==> src/rtl/plf_pkg.sv <==
// ----------------------------------------------------------------------------
// plf_pkg
// Types, codes and reset constants for the path lifecycle controller.
// ----------------------------------------------------------------------------
package plf_pkg;

    localparam int unsigned IN_W  = 136;
    localparam int unsigned OUT_W = 96;

    typedef enum logic [3:0] {
        ST_PENDING     = 4'd0,
        ST_CREATE_WAIT = 4'd1,
        ST_VALIDATING  = 4'd2,
        ST_ACTIVE      = 4'd3,
        ST_STANDBY     = 4'd4,
        ST_DEGRADED    = 4'd5,
        ST_CLOSED_REC  = 4'd6,
        ST_CLOSED_DROP = 4'd7,
        ST_CLOSED_FREE = 4'd8
    } life_state_t;

    typedef enum logic [3:0] {
        OP_ACTIVATE   = 4'd0,
        OP_RETRY      = 4'd1,
        OP_VALIDATED  = 4'd2,
        OP_XREMOVED   = 4'd3,
        OP_REACTIVATE = 4'd4,
        OP_DROP       = 4'd5,
        OP_REMOVE     = 4'd6,
        OP_ATTACH     = 4'd7,
        OP_CONN_RESET = 4'd8,
        OP_SOCK_CLOSE = 4'd9,
        OP_STABLE     = 4'd10
    } opcode_t;

    localparam logic [1:0] RES_OK   = 2'd0;
    localparam logic [1:0] RES_TRAN = 2'd1;
    localparam logic [1:0] RES_PERM = 2'd2;
    localparam logic [1:0] RES_BAD  = 2'd3;

    localparam logic [3:0] WHY_ATTACH   = 4'd0;
    localparam logic [3:0] WHY_ACT_OK   = 4'd1;
    localparam logic [3:0] WHY_ACT_FAIL = 4'd2;
    localparam logic [3:0] WHY_XREMOVED = 4'd3;
    localparam logic [3:0] WHY_DROPPED  = 4'd4;
    localparam logic [3:0] WHY_REMOVE   = 4'd5;
    localparam logic [3:0] WHY_REACT    = 4'd6;
    localparam logic [3:0] WHY_RESET    = 4'd7;
    localparam logic [3:0] WHY_BUDGET   = 4'd8;
    localparam logic [3:0] WHY_SOCK     = 4'd9;

    localparam logic [2:0] PUB_PENDING  = 3'd0;
    localparam logic [2:0] PUB_ACTIVE   = 3'd1;
    localparam logic [2:0] PUB_STANDBY  = 3'd2;
    localparam logic [2:0] PUB_DEGRADED = 3'd3;
    localparam logic [2:0] PUB_CLOSED   = 3'd4;

    localparam logic [1:0] PEER_NONE      = 2'd0;
    localparam logic [1:0] PEER_STANDBY   = 2'd1;
    localparam logic [1:0] PEER_AVAILABLE = 2'd2;
    localparam logic [1:0] PEER_FROZEN    = 2'd3;

    localparam logic [2:0] REG_BASE   = 3'd0;
    localparam logic [2:0] REG_MAX    = 3'd1;
    localparam logic [2:0] REG_TRIES  = 3'd2;
    localparam logic [2:0] REG_STABLE = 3'd3;
    localparam logic [2:0] REG_PWARN  = 3'd4;
    localparam logic [2:0] REG_DGRACE = 3'd5;

    localparam logic [31:0] RST_BASE   = 32'd1000000;
    localparam logic [31:0] RST_MAX    = 32'd30000000;
    localparam logic [7:0]  RST_TRIES  = 8'd5;
    localparam logic [31:0] RST_STABLE = 32'd30000000;
    localparam logic [31:0] RST_PWARN  = 32'd10000000;
    localparam logic [31:0] RST_DGRACE = 32'd10000000;

    typedef struct packed {
        logic [31:0] base_delay;
        logic [31:0] max_delay;
        logic [7:0]  max_retries;
        logic [31:0] stable_thr;
        logic [31:0] pend_warn;
        logic [31:0] deg_grace;
    } cfg_t;

    typedef struct packed {
        logic [3:0]  opcode;
        logic [1:0]  res;
        logic [61:0] path_id;
        logic [63:0] now;
        logic        to_standby;
    } item_t;

    typedef struct packed {
        life_state_t state;
        logic        sock_valid;
        logic        attached;
        logic        live;
        logic [61:0] path_id;
        logic [7:0]  fails;
        logic [63:0] due;
        logic [63:0] stable_since;
        logic [63:0] entered;
    } ctx_t;

    typedef struct packed {
        logic [3:0]  lstate;
        logic [2:0]  pub;
        logic        changed;
        logic [3:0]  reason;
        logic        raise;
        logic [1:0]  peer;
        logic        unexpected;
        logic [7:0]  retries;
        logic [63:0] deadline;
        logic        warn;
        logic        budget;
    } result_t;

    function automatic logic [2:0] public_of(input life_state_t s);
        logic [2:0] p;
        case (s)
            ST_PENDING, ST_CREATE_WAIT, ST_VALIDATING: p = PUB_PENDING;
            ST_ACTIVE:   p = PUB_ACTIVE;
            ST_STANDBY:  p = PUB_STANDBY;
            ST_DEGRADED: p = PUB_DEGRADED;
            default:     p = PUB_CLOSED;
        endcase
        return p;
    endfunction

endpackage

==> src/rtl/plf_cfg_regs.sv <==
// ----------------------------------------------------------------------------
// plf_cfg_regs
// Configuration register file with write-only access.
// ----------------------------------------------------------------------------
module plf_cfg_regs (
    input  logic          aclk,
    input  logic          aresetn,
    input  logic          cfg_we,
    input  logic [2:0]    cfg_addr,
    input  logic [31:0]   cfg_wdata,
    output plf_pkg::cfg_t cfg
);
    import plf_pkg::*;

    cfg_t cfg_reg;

    always_ff @(posedge aclk) begin
        if (!aresetn) begin
            cfg_reg <= '{RST_BASE, RST_MAX, RST_TRIES, RST_STABLE, RST_PWARN, RST_DGRACE};
        end else if (cfg_we) begin
            case (cfg_addr)
                REG_BASE:   cfg_reg.base_delay  <= cfg_wdata;
                REG_MAX:    cfg_reg.max_delay   <= cfg_wdata;
                REG_TRIES:  cfg_reg.max_retries <= cfg_wdata[7:0];
                REG_STABLE: cfg_reg.stable_thr  <= cfg_wdata;
                REG_PWARN:  cfg_reg.pend_warn   <= cfg_wdata;
                REG_DGRACE: cfg_reg.deg_grace   <= cfg_wdata;
                default: ;
            endcase
        end
    end

    assign cfg = cfg_reg;

endmodule

==> src/rtl/plf_backoff.sv <==
// ----------------------------------------------------------------------------
// plf_backoff
// Backoff delay: base shifted by retries-1, clamped to the maximum.
// ----------------------------------------------------------------------------
module plf_backoff (
    input  logic [31:0] base_delay,
    input  logic [31:0] max_delay,
    input  logic [7:0]  retries,
    output logic [31:0] delay
);
    // Doubling stops once at or above max, so result is min(base<<(r-1), max).
    logic [7:0]  shamt;
    logic [63:0] wide;
    logic        over;

    always_comb begin
        shamt = (retries == 8'd0) ? 8'd0 : retries - 8'd1;
        over  = 1'b0;
        wide  = {32'd0, base_delay};
        if (shamt >= 8'd32) begin
            over = (base_delay != 32'd0);
        end else begin
            wide = {32'd0, base_delay} << shamt[4:0];
        end
        if (over || wide > {32'd0, max_delay}) begin
            delay = max_delay;
        end else begin
            delay = wide[31:0];
        end
    end

endmodule

==> src/rtl/plf_next_state.sv <==
// ----------------------------------------------------------------------------
// plf_next_state
// Event decode: next lifecycle context and the result fields.
// ----------------------------------------------------------------------------
module plf_next_state (
    input  plf_pkg::cfg_t    cfg,
    input  plf_pkg::item_t   item,
    input  plf_pkg::ctx_t    ctx,
    output plf_pkg::ctx_t    ctx_next,
    output plf_pkg::result_t res
);
    import plf_pkg::*;

    logic [7:0]  fails_inc;
    logic [31:0] delay;
    logic        go;
    life_state_t target;
    logic [3:0]  why;
    logic        unexp;
    logic        budget;
    logic        fail_path;
    life_state_t fail_tgt;
    logic        free_chk;
    logic [1:0]  peer;
    logic        changed;
    logic [63:0] since;
    logic        warn;
    logic        sock_n;
    logic        live_n;
    logic [61:0] pid_n;

    assign fails_inc = (ctx.fails == 8'hFF) ? 8'hFF : ctx.fails + 8'd1;

    plf_backoff u_backoff (
        .base_delay (cfg.base_delay),
        .max_delay  (cfg.max_delay),
        .retries    (fails_inc),
        .delay      (delay)
    );

    always_comb begin
        ctx_next  = ctx;
        go        = 1'b0;
        target    = ctx.state;
        why       = WHY_ATTACH;
        unexp     = 1'b0;
        budget    = 1'b0;
        fail_path = 1'b0;
        fail_tgt  = ST_CREATE_WAIT;
        free_chk  = 1'b0;
        sock_n    = ctx.sock_valid;
        live_n    = ctx.live;
        pid_n     = ctx.path_id;

        case (item.opcode)
            OP_ACTIVATE, OP_RETRY: begin
                if ((item.opcode == OP_ACTIVATE && ctx.state != ST_PENDING) ||
                    (item.opcode == OP_RETRY && ctx.state != ST_CREATE_WAIT &&
                     ctx.state != ST_DEGRADED)) begin
                    unexp = 1'b1;
                end else begin
                    fail_tgt = (item.opcode == OP_ACTIVATE) ? ST_CREATE_WAIT : ctx.state;
                    case (item.res)
                        RES_OK: begin
                            ctx_next.path_id = item.path_id;
                            ctx_next.live    = 1'b1;
                            ctx_next.due     = 64'd0;
                            go = 1'b1; target = ST_VALIDATING; why = WHY_ACT_OK;
                        end
                        RES_TRAN: begin
                            fail_path = 1'b1; why = WHY_ACT_FAIL;
                        end
                        RES_PERM: begin
                            ctx_next.live = 1'b0; ctx_next.path_id = '0;
                            ctx_next.stable_since = 64'd0; ctx_next.due = 64'd0;
                            go = 1'b1; target = ST_CLOSED_REC; why = WHY_ACT_FAIL;
                        end
                        default: unexp = 1'b1;
                    endcase
                end
            end
            OP_VALIDATED: begin
                if (ctx.state != ST_VALIDATING) begin
                    unexp = 1'b1;
                end else begin
                    ctx_next.stable_since = item.now;
                    go = 1'b1; why = WHY_ACT_OK;
                    target = item.to_standby ? ST_STANDBY : ST_ACTIVE;
                end
            end
            OP_XREMOVED: begin
                why = WHY_XREMOVED;
                if (ctx.state == ST_VALIDATING) begin
                    fail_path = 1'b1; fail_tgt = ST_CREATE_WAIT;
                end else if (ctx.state == ST_ACTIVE || ctx.state == ST_STANDBY) begin
                    fail_path = 1'b1; fail_tgt = ST_DEGRADED;
                end else if (ctx.state == ST_CLOSED_DROP) begin
                    ctx_next.live = 1'b0; ctx_next.path_id = '0;
                    live_n = 1'b0; pid_n = '0; free_chk = 1'b1;
                end else begin
                    unexp = 1'b1;
                end
            end
            OP_REACTIVATE: begin
                if (ctx.state != ST_CLOSED_REC && ctx.state != ST_CREATE_WAIT &&
                    ctx.state != ST_DEGRADED) begin
                    unexp = 1'b1;
                end else if (item.res == RES_OK) begin
                    ctx_next.path_id = item.path_id;
                    ctx_next.live    = 1'b1;
                    ctx_next.due     = 64'd0;
                    go = 1'b1; target = ST_VALIDATING; why = WHY_REACT;
                end else if (item.res == RES_BAD) begin
                    unexp = 1'b1;
                end
            end
            OP_DROP, OP_REMOVE: begin
                if (ctx.state != ST_CLOSED_DROP && ctx.state != ST_CLOSED_FREE) begin
                    ctx_next.attached = 1'b0;
                    ctx_next.due = 64'd0; ctx_next.stable_since = 64'd0;
                    go = 1'b1; target = ST_CLOSED_DROP;
                    why = (item.opcode == OP_DROP) ? WHY_DROPPED : WHY_REMOVE;
                end
            end
            OP_ATTACH: begin
                if (ctx.state != ST_CLOSED_FREE) begin
                    unexp = 1'b1;
                end else begin
                    ctx_next.sock_valid = 1'b1; ctx_next.attached = 1'b1;
                    go = 1'b1; target = ST_PENDING; why = WHY_ATTACH;
                end
            end
            OP_CONN_RESET: begin
                ctx_next.live = 1'b0; ctx_next.path_id = '0; ctx_next.due = 64'd0;
                ctx_next.fails = 8'd0; ctx_next.stable_since = 64'd0;
                live_n = 1'b0; pid_n = '0;
                why = WHY_RESET;
                if (ctx.attached) begin
                    go = 1'b1; target = ST_PENDING;
                end else begin
                    free_chk = 1'b1;
                end
            end
            OP_SOCK_CLOSE: begin
                if (ctx.state != ST_CLOSED_DROP) begin
                    unexp = 1'b1;
                end else begin
                    ctx_next.sock_valid = 1'b0; sock_n = 1'b0;
                    free_chk = 1'b1; why = WHY_SOCK;
                end
            end
            OP_STABLE: begin
                if ((ctx.state == ST_ACTIVE || ctx.state == ST_STANDBY) &&
                    ctx.stable_since != 64'd0 && ctx.live &&
                    (item.now - ctx.stable_since) >= {32'd0, cfg.stable_thr}) begin
                    ctx_next.fails = 8'd0;
                    ctx_next.stable_since = item.now;
                    budget = 1'b1;
                end
            end
            default: unexp = 1'b1;
        endcase

        if (fail_path) begin
            ctx_next.live = 1'b0; ctx_next.path_id = '0;
            ctx_next.stable_since = 64'd0;
            ctx_next.fails = fails_inc;
            go = 1'b1;
            if (fails_inc >= cfg.max_retries) begin
                ctx_next.due = 64'd0; target = ST_CLOSED_REC;
            end else begin
                ctx_next.due = item.now + {32'd0, delay}; target = fail_tgt;
            end
        end

        if (free_chk && ctx.state == ST_CLOSED_DROP && !sock_n && !live_n &&
            pid_n == '0) begin
            go = 1'b1; target = ST_CLOSED_FREE;
        end

        // A real transition needs a new state or an unanchored entry time.
        changed = go && (target != ctx.state || ctx.entered == 64'd0);
        peer = PEER_NONE;
        if (changed) begin
            ctx_next.state   = target;
            ctx_next.entered = item.now;
            if (ctx.state == ST_ACTIVE && target == ST_STANDBY) peer = PEER_STANDBY;
            else if (ctx.state == ST_STANDBY && target == ST_ACTIVE) peer = PEER_AVAILABLE;
            else if ((ctx.state == ST_ACTIVE || ctx.state == ST_STANDBY) &&
                     target == ST_DEGRADED) peer = PEER_FROZEN;
        end

        since = item.now - ctx_next.entered;
        warn  = 1'b0;
        if (ctx_next.entered != 64'd0) begin
            if (public_of(ctx_next.state) == PUB_PENDING) begin
                warn = since > {32'd0, cfg.pend_warn};
            end else if (public_of(ctx_next.state) == PUB_DEGRADED) begin
                warn = ctx_next.due != 64'd0 &&
                       item.now > ctx_next.due + {32'd0, cfg.deg_grace} &&
                       since > {32'd0, cfg.deg_grace};
            end
        end

        res.lstate     = ctx_next.state;
        res.pub        = public_of(ctx_next.state);
        res.changed    = changed;
        res.reason     = changed ? why : (budget ? WHY_BUDGET : WHY_ATTACH);
        res.raise      = (ctx_next.state != ctx.state) && (item.opcode != OP_ATTACH);
        res.peer       = peer;
        res.unexpected = unexp;
        res.retries    = ctx_next.fails;
        res.deadline   = ctx_next.due;
        res.warn       = warn;
        res.budget     = budget;
    end

endmodule

==> src/rtl/path_lifecycle_fsm.sv <==
// ----------------------------------------------------------------------------
// path_lifecycle_fsm
// Lifecycle controller for one multipath link, one event per transaction.
// ----------------------------------------------------------------------------
// Usage:
//   s_axis carries one event per transaction; m_axis returns one result per
//   event in the same order. The configuration port is a write-only register
//   file (index 0..5); the user must write it only while no event is in
//   flight, as the block itself does not enforce this. An accepted event is
//   registered, decoded by one pass of combinational logic, and the result
//   is captured in the output register as the event advances. Throughput is
//   one event per cycle while the receiver does not stall; the input register
//   advances whenever the output register is empty or being drained.
//   When the receiver stalls, the result holds in the output register and
//   the input register holds its event; s_axis_tready drops once both are
//   full. Reset clears the context to closed free with all counters and
//   times zero and loads the register defaults.
// ----------------------------------------------------------------------------
module path_lifecycle_fsm (
    input  logic                     aclk,
    input  logic                     aresetn,
    input  logic                     cfg_we,
    input  logic [2:0]               cfg_addr,
    input  logic [31:0]              cfg_wdata,
    input  logic                     s_axis_tvalid,
    output logic                     s_axis_tready,
    // opcode[3:0], attempt_result[5:4], new_path_id[67:6], now_us[131:68],
    // validated_to_standby[132], zero fill
    input  logic [plf_pkg::IN_W-1:0] s_axis_tdata,
    output logic                     m_axis_tvalid,
    input  logic                     m_axis_tready,
    // lifecycle_state[3:0], public_status[6:4], state_changed[7],
    // transition_reason[11:8], raise_path_event[12], peer_status[14:13],
    // unexpected_event[15], retry_count[23:16], retry_deadline[87:24],
    // residence_warn[88], budget_reset[89], zero fill
    output logic [plf_pkg::OUT_W-1:0] m_axis_tdata
);
    import plf_pkg::*;

    cfg_t    cfg;
    item_t   item_reg;
    logic    in_valid_reg;
    ctx_t    ctx_reg, ctx_next;
    result_t res_next, res_reg;
    logic    out_valid_reg;
    logic    advance;

    plf_cfg_regs u_cfg (
        .aclk (aclk), .aresetn (aresetn), .cfg_we (cfg_we),
        .cfg_addr (cfg_addr), .cfg_wdata (cfg_wdata), .cfg (cfg)
    );

    plf_next_state u_next (
        .cfg (cfg), .item (item_reg), .ctx (ctx_reg),
        .ctx_next (ctx_next), .res (res_next)
    );

    assign advance       = in_valid_reg && (!out_valid_reg || m_axis_tready);
    assign s_axis_tready = !in_valid_reg || advance;

    always_ff @(posedge aclk) begin
        if (!aresetn) begin
            in_valid_reg  <= 1'b0;
            out_valid_reg <= 1'b0;
            ctx_reg       <= '{ST_CLOSED_FREE, 1'b0, 1'b0, 1'b0, 62'd0, 8'd0,
                               64'd0, 64'd0, 64'd0};
        end else begin
            if (s_axis_tvalid && s_axis_tready) begin
                in_valid_reg <= 1'b1;
            end else if (advance) begin
                in_valid_reg <= 1'b0;
            end
            if (advance) begin
                out_valid_reg <= 1'b1;
                ctx_reg       <= ctx_next;
            end else if (m_axis_tready) begin
                out_valid_reg <= 1'b0;
            end
        end
    end

    always_ff @(posedge aclk) begin
        if (s_axis_tvalid && s_axis_tready) begin
            item_reg.opcode     <= s_axis_tdata[3:0];
            item_reg.res        <= s_axis_tdata[5:4];
            item_reg.path_id    <= s_axis_tdata[67:6];
            item_reg.now        <= s_axis_tdata[131:68];
            item_reg.to_standby <= s_axis_tdata[132];
        end
        if (advance) begin
            res_reg <= res_next;
        end
    end

    assign m_axis_tvalid = out_valid_reg;
    assign m_axis_tdata  = {{(OUT_W-90){1'b0}}, res_reg.budget, res_reg.warn,
                            res_reg.deadline, res_reg.retries, res_reg.unexpected,
                            res_reg.peer, res_reg.raise, res_reg.reason,
                            res_reg.changed, res_reg.pub, res_reg.lstate};

endmodule

==> config.mk <==
export PLATFORM = sky130hd
export DESIGN_NAME = path_lifecycle_fsm
export DESIGN_NICKNAME = d
export VERILOG_FILES = /design/src/rtl/plf_pkg.sv /design/src/rtl/plf_cfg_regs.sv /design/src/rtl/plf_backoff.sv /design/src/rtl/plf_next_state.sv /design/src/rtl/path_lifecycle_fsm.sv
export SDC_FILE = /design/constraint.sdc
export NUM_CORES = 2
export LEC_CHECK = 0
export ABC_CLOCK_PERIOD_IN_PS = 14400
export BUFFER_PORTS_ARGS = -buffer_cell sky130_fd_sc_hd__buf_2
export CORE_MARGIN = 2
export CORE_UTILIZATION = 45
export DETAILED_ROUTE_END_ITERATION = 6
export PLACE_DENSITY = 0.59
export SYNTH_ARGS = -nofsm -noshare
export SYNTH_HDL_FRONTEND = slang
export SYNTH_SLANG_ARGS = --single-unit
==> constraint.sdc <==
create_clock -name aclk -period 14.4 [get_ports aclk]
set_input_delay 2.16 -clock aclk [delete_from_list [all_inputs] [get_ports aclk]]
set_output_delay 2.16 -clock aclk [all_outputs]
set_load 0.01 [all_outputs]
---- Word-level counts from Yosys, hierarchy flattened ----
Index checks and enable logic that the tools add are counted.
word-level totals
  output and inout port bits .............. 98
  bits of input ports ..................... 176
  register bits ........................... 662
  logic and storage cells ................. 293
operators by class
  shift-type cells ........................ 1
  eq/ne operators ......................... 54
  reduce and logical (&&, ||, !) cells .... 69
  muxes and demuxes ....................... 121
  $add $sub $neg .......................... 6
  bitwise logic cells ..................... 1
  $lt $le $gt $ge ......................... 7
operator list
  kind                                           number
  2-to-1 mux 64 bit                              9
  2-to-1 mux 63 bit                              6
  case mux 64 bit (5 select lines)               1
  2-to-1 mux 128 bit                             2
  case mux 64 bit (4 select lines)               1
  case mux 63 bit (4 select lines)               1
  2-to-1 mux 199 bit                             1
  greater-than comparator 64 x 32 -> 1 bit       3
  nonzero test 64 bit                            3
  2-to-1 mux 62 bit                              3
  adder 64 x 32 -> 64 bit                        2
  subtractor 64 bit                              2
  case mux 63 bit (2 select lines)               1
  case mux 62 bit (2 select lines)               1
  2-to-1 mux 4 bit                               20
  >= comparator 64 x 32 -> 1 bit                 1
  greater-than comparator 64 bit                 1
  zero test 64 bit                               1
  left shift 32 x 5 -> 64 bit                    1
  zero test 62 bit                               1
  2-to-1 mux 1 bit                               48
  == test 4 x 3 -> 1 bit, second input constant  10
  2-to-1 mux 32 bit                              1
  nonzero test 32 bit                            1
  other kinds (55)                               138

---- Longest topological paths before layout ----
  depth after elaboration ................. 24
  depth in mapped cells ................... 72
  mapped depth without buffers ............ 64

---- By module ----
From an unflattened synthesis, not the netlist that was laid out.
unflattened totals
  cell total of the unflattened synthesis .. 6261
  area total of the unflattened synthesis .. 52188.8 µm²
by module, submodules not included
  module              area each (µm²)  sequential area each (µm²)  times used  cells each
  plf_next_state      23716.5          0.0                         1           3603
  path_lifecycle_fsm  17491.8          12121.6                     1           1406
  plf_cfg_regs        6386.1           3363.2                      1           607
  plf_backoff         4594.4           0.0                         1           645

---- Worst setup path before layout ----
Ideal clock, no wire load.
  path type ............................... reg-to-reg
  start ................................... reg ctx_reg[192] (netlist bit)
  end ..................................... reg res_reg (netlist bit m_axis_tdata[88]) (data pin)
  library setup time ...................... 0.160 ns
  clock period less this slack ............ 12.581 ns
  stages on the path, launching flop included .. 63
  slack ................................... 1.819 ns
  required time ........................... 14.240 ns
  arrival ................................. 12.421 ns
  buffers on the path ..................... 7
  cell sequence ........................... dfxtp_1 -> ha_1 -> nand4_2 -> o21ai_2 -> buf_2 -> buf_2 -> inv_1 -> ha_1 -> clkbuf_1 -> clkbuf_1 -> clkbuf_1 -> o22ai_1 -> a2bb2oi_1 -> nand2_1 -> o21ai_0 -> o21ai_0 -> o21ai_0 -> ha_1 -> [27 not listed] -> o21ai_0 -> a211oi_1 -> and3_1 -> and2_1 -> buf_4 -> nor2b_1 -> xnor2_1 -> ha_1 -> nand3_1 -> nor3_1 -> and4_1 -> nand2_1 -> o21ai_0 -> a21oi_1 -> or4_1 -> a22oi_1 -> o41ai_1 -> a41oi_1
RTL lines
  element                 RTL line                  source
  from (decl)             path_lifecycle_fsm.sv:43  ctx_t ctx_reg, ctx_next;
  from (signal assigned)  path_lifecycle_fsm.sv:65  ctx_reg <= '{ST_CLOSED_FREE, 1'b0, 1'b0, 1'b0, 62'd0, 8'd0,
  from (signal assigned)  path_lifecycle_fsm.sv:75  ctx_reg <= ctx_next;
  to (signal assigned)    path_lifecycle_fsm.sv:91  res_reg <= res_next;
  to (decl)               path_lifecycle_fsm.sv:44  result_t res_next, res_reg;

==> run metrics <==
average cell area after synthesis 8.27 µm²; number of global-route vias before repair 43153; remaining design rule violation count 0; part of the cycle the worst path needs 96.0%; gate count after technology mapping 5741; number of antenna violations at the first check in global routing 4; share of power burned in registers 37.7%; number of cell rows 119; H-tree levels 3; largest net degree at the start of global routing 163; CP max stage cell or4_1; hold_buf cts 0; Worst Path Class, Setup reg2reg; Worst slew margin 22.1%; TritonCTS Buffers 80; arrival time worst endpoint 14330 ps; number of buffers between clock root and the deepest sink 3; Final Instance Count excl. Fillers 7462; clk slew on worst S/H paths 60 ps; Initial DRT Pass Iterations 7; sum of negative setup slack 0 ps; delay of the slowest cell on the worst path 490 ps; number of distinct standard cells referenced by the synthesized netlist 127; switching component of the power 1.81 mW; worst setup skew after layout 43.4 ps; final instance area 53700 µm²; Final Hold Vio Count 0; crit path time final 13820 ps; initial DRC count 4078; source-to-sink clock delay at the later pin of the worst-skew pair 710 ps; detailed-route wire length per cell 24.0 µm; commonest register cell after synthesis dfxtp_1; instance area after placement 50700 µm²; clk sinks 662; number of flops mapped to enable cells by yosys 223; vias per cell 6.06; Initial Utilization 45.2%; Required @ worst endpoint 14910 ps; core area 105000 µm²; max capacitance violation total 0; height of the die 329 µm; I/O pin cnt 274; top fanout value on the critical path 7; input/output buffers 264; leakage power summed over all cells 21.8 nW; area of the mapped netlist 47500 µm²; Pint 3.70 mW; max frequency 72.3 MHz; fraction of final layout cells with drive strength greater than 1 13.3%; max FFs per register 269; DPL Wire Length 137 mm; RSZ-0062 raised after global routing no; number of register bits inferred by synthesis 662; area taken by multi-input logic gates 29500 µm²; Via Count 45209; CP endpoint kind register; Ys Warns 0; switching share of total power 32.8%; Net count, final 6580; total congestion overflow after global routing 0; Cells after DPL 7309; # setup viols final 0; type of the worst min-delay path reg2reg; max-slew violation total from the final report 0; worst voltage drop across the vdd grid 0.0990 mV; routability congestion estimate from global placement 0.988; Slew @ Worst Pin 1160 ps; total power per unit cell area 103 nW/µm²; number of inserted filler cells in the final layout 10223; Fin Hold WS 451 ps; clock tree from TritonCTS yes; outcome complete, no violations; overall global routing resource usage 32.3%; register cell area after layout 15500 µm²; register area share after synthesis 32.6%; total wire length after detailed routing 179 mm; total power draw 5.50 mW; overall die area 108000 µm²; share of power burned in combinational logic 24.3%; wire length of the first global-routing pass 267 mm; Clk Tree Root Cell clkbuf_16; hold-critical path depth 2; Die W 329 µm; Worst R2R Path Depth 65; Post-synth ARST share 0%; Layout Area Growth over Synthesis 13.0%; clock network fraction of design power 38.0%; kind of start point of the critical path register; most numerous cell on the critical path buf_4; residual antenna-violating net count after detailed routing 0
## path summary, 6_finish.rpt
check                              startpoint               end  slack [ps]
worst min-delay path            u_cfg.cfg[93]     u_cfg.cfg[93]         450
worst max-delay path             ctx_reg[192]  m_axis_tdata[88]         580
worst max register to register   ctx_reg[192]  m_axis_tdata[88]         580
worst min register to register  u_cfg.cfg[93]     u_cfg.cfg[93]         450
## metrics by stage
stage	utilization, %	setup slack [ps]
after CTS	51.0	118
after global routing	51.1	15.2
after global placement	48.3	23.0
after floorplan	-	1820
final	51.1	576
after detailed placement	48.3	39.0
## placed cells by master (no fill, tap or decap), drive strengths merged, types with 27 or more instances in the layout
cell | Yosys | routed
nand2 | 834 | 834
a21oi | 499 | 499
buf | 85 | 490
nor2 | 475 | 475
dfxtp | 439 | 439
ha | 396 | 396
inv | 294 | 298
o21ai | 296 | 296
edfxtp | 223 | 223
mux2i | 151 | 151
nand4 | 143 | 143
a21o | 136 | 136
a211oi | 118 | 118
nor3 | 116 | 116
xnor2 | 115 | 115
nor4 | 102 | 102
clkbuf | 223 | 101
nand3 | 100 | 100
xor2 | 88 | 88
o211ai | 84 | 84
a22oi | 83 | 83
mux2 | 67 | 67
o21a | 46 | 46
o22ai | 45 | 45
nor2b | 42 | 42
nand2b | 40 | 40
clkinv | 0 | 36
a31oi | 32 | 32
and2 | 29 | 29
o21bai | 27 | 27
## timing repair
action / CTS / global route
setup endpoints to repair: 1 / 1
pin swaps: 1 / 6
gates resized for setup: 0 / 40
cloned: 0 / 0
hold endpoints to repair: 0 / 0
buffers inserted: 2 / 2
## metal layers
layer | global-route usage (%) | share of wire, %
met1 | 42.7 | 43
met2 | 51.3 | 45
met3 | 5.31 | 7.0
met4 | 15.4 | 5.3
met5 | 0 | 0.0022
## area by class of cell
class                   instances  share of cell area, %
well taps                    1391                   3.24
diodes                          1                0.00466
repair buffers                490                   5.79
clock buffers                 101                   4.12
clock inverters                47                   1.00
flip-flops and latches        662                   28.9
multi-input cells            4476                   54.9
inverters                     294                   2.08
## synthesized netlist by cell type (115+ instances only)
cell type / instances / area share, %
edfxtp_1: 223 / 14
o21ai_0: 266 / 2.8
clkbuf_1: 206 / 1.6
nand2_1: 833 / 6.6
inv_1: 293 / 2.3
a21oi_1: 496 / 5.2
ha_1: 396 / 10
mux2i_1: 150 / 3.2
a211oi_1: 115 / 1.8
nor2_1: 475 / 3.8
nand4_1: 141 / 1.9
a21o_1: 134 / 2.1
dfxtp_1: 439 / 19
## cell families (layout without fill, tap and decap cells)
group,after synthesis,after routing,share of synthesized area (%)
compound gates,1617,1617,22.2
xor+xnor,203,203,3.76
fa+ha+maj,401,401,10.6
buf+inv,608,932,5.80
flops,662,662,32.6
mux,219,219,5.06
other cells,1,7,0.00790
simple gates,2030,2030,19.9
## critical path: cells and delay by family (launching register included)
| family | cells | cell delay (ps) |
|---|---|---|
| mux | 2 | 390 |
| flops | 1 | 340 |
| xor+xnor | 2 | 290 |
| fa+ha+maj | 7 | 1980 |
| buf+inv | 10 | 1540 |
| simple gates | 20 | 3390 |
| compound gates | 24 | 5690 |
## power groups by stage
stage                     logic [mW]  registers [mW]  clock network (mW)
after floorplan                0.869            2.10                   0
after global placement          1.29            2.11                   0
after detailed placement        1.30            2.11                   0
after CTS                       1.31            2.07                2.13
after global routing            1.46            2.08                2.20
final                           1.34            2.07                2.09
No activity file was read; power rests on OpenSTA's default activity.
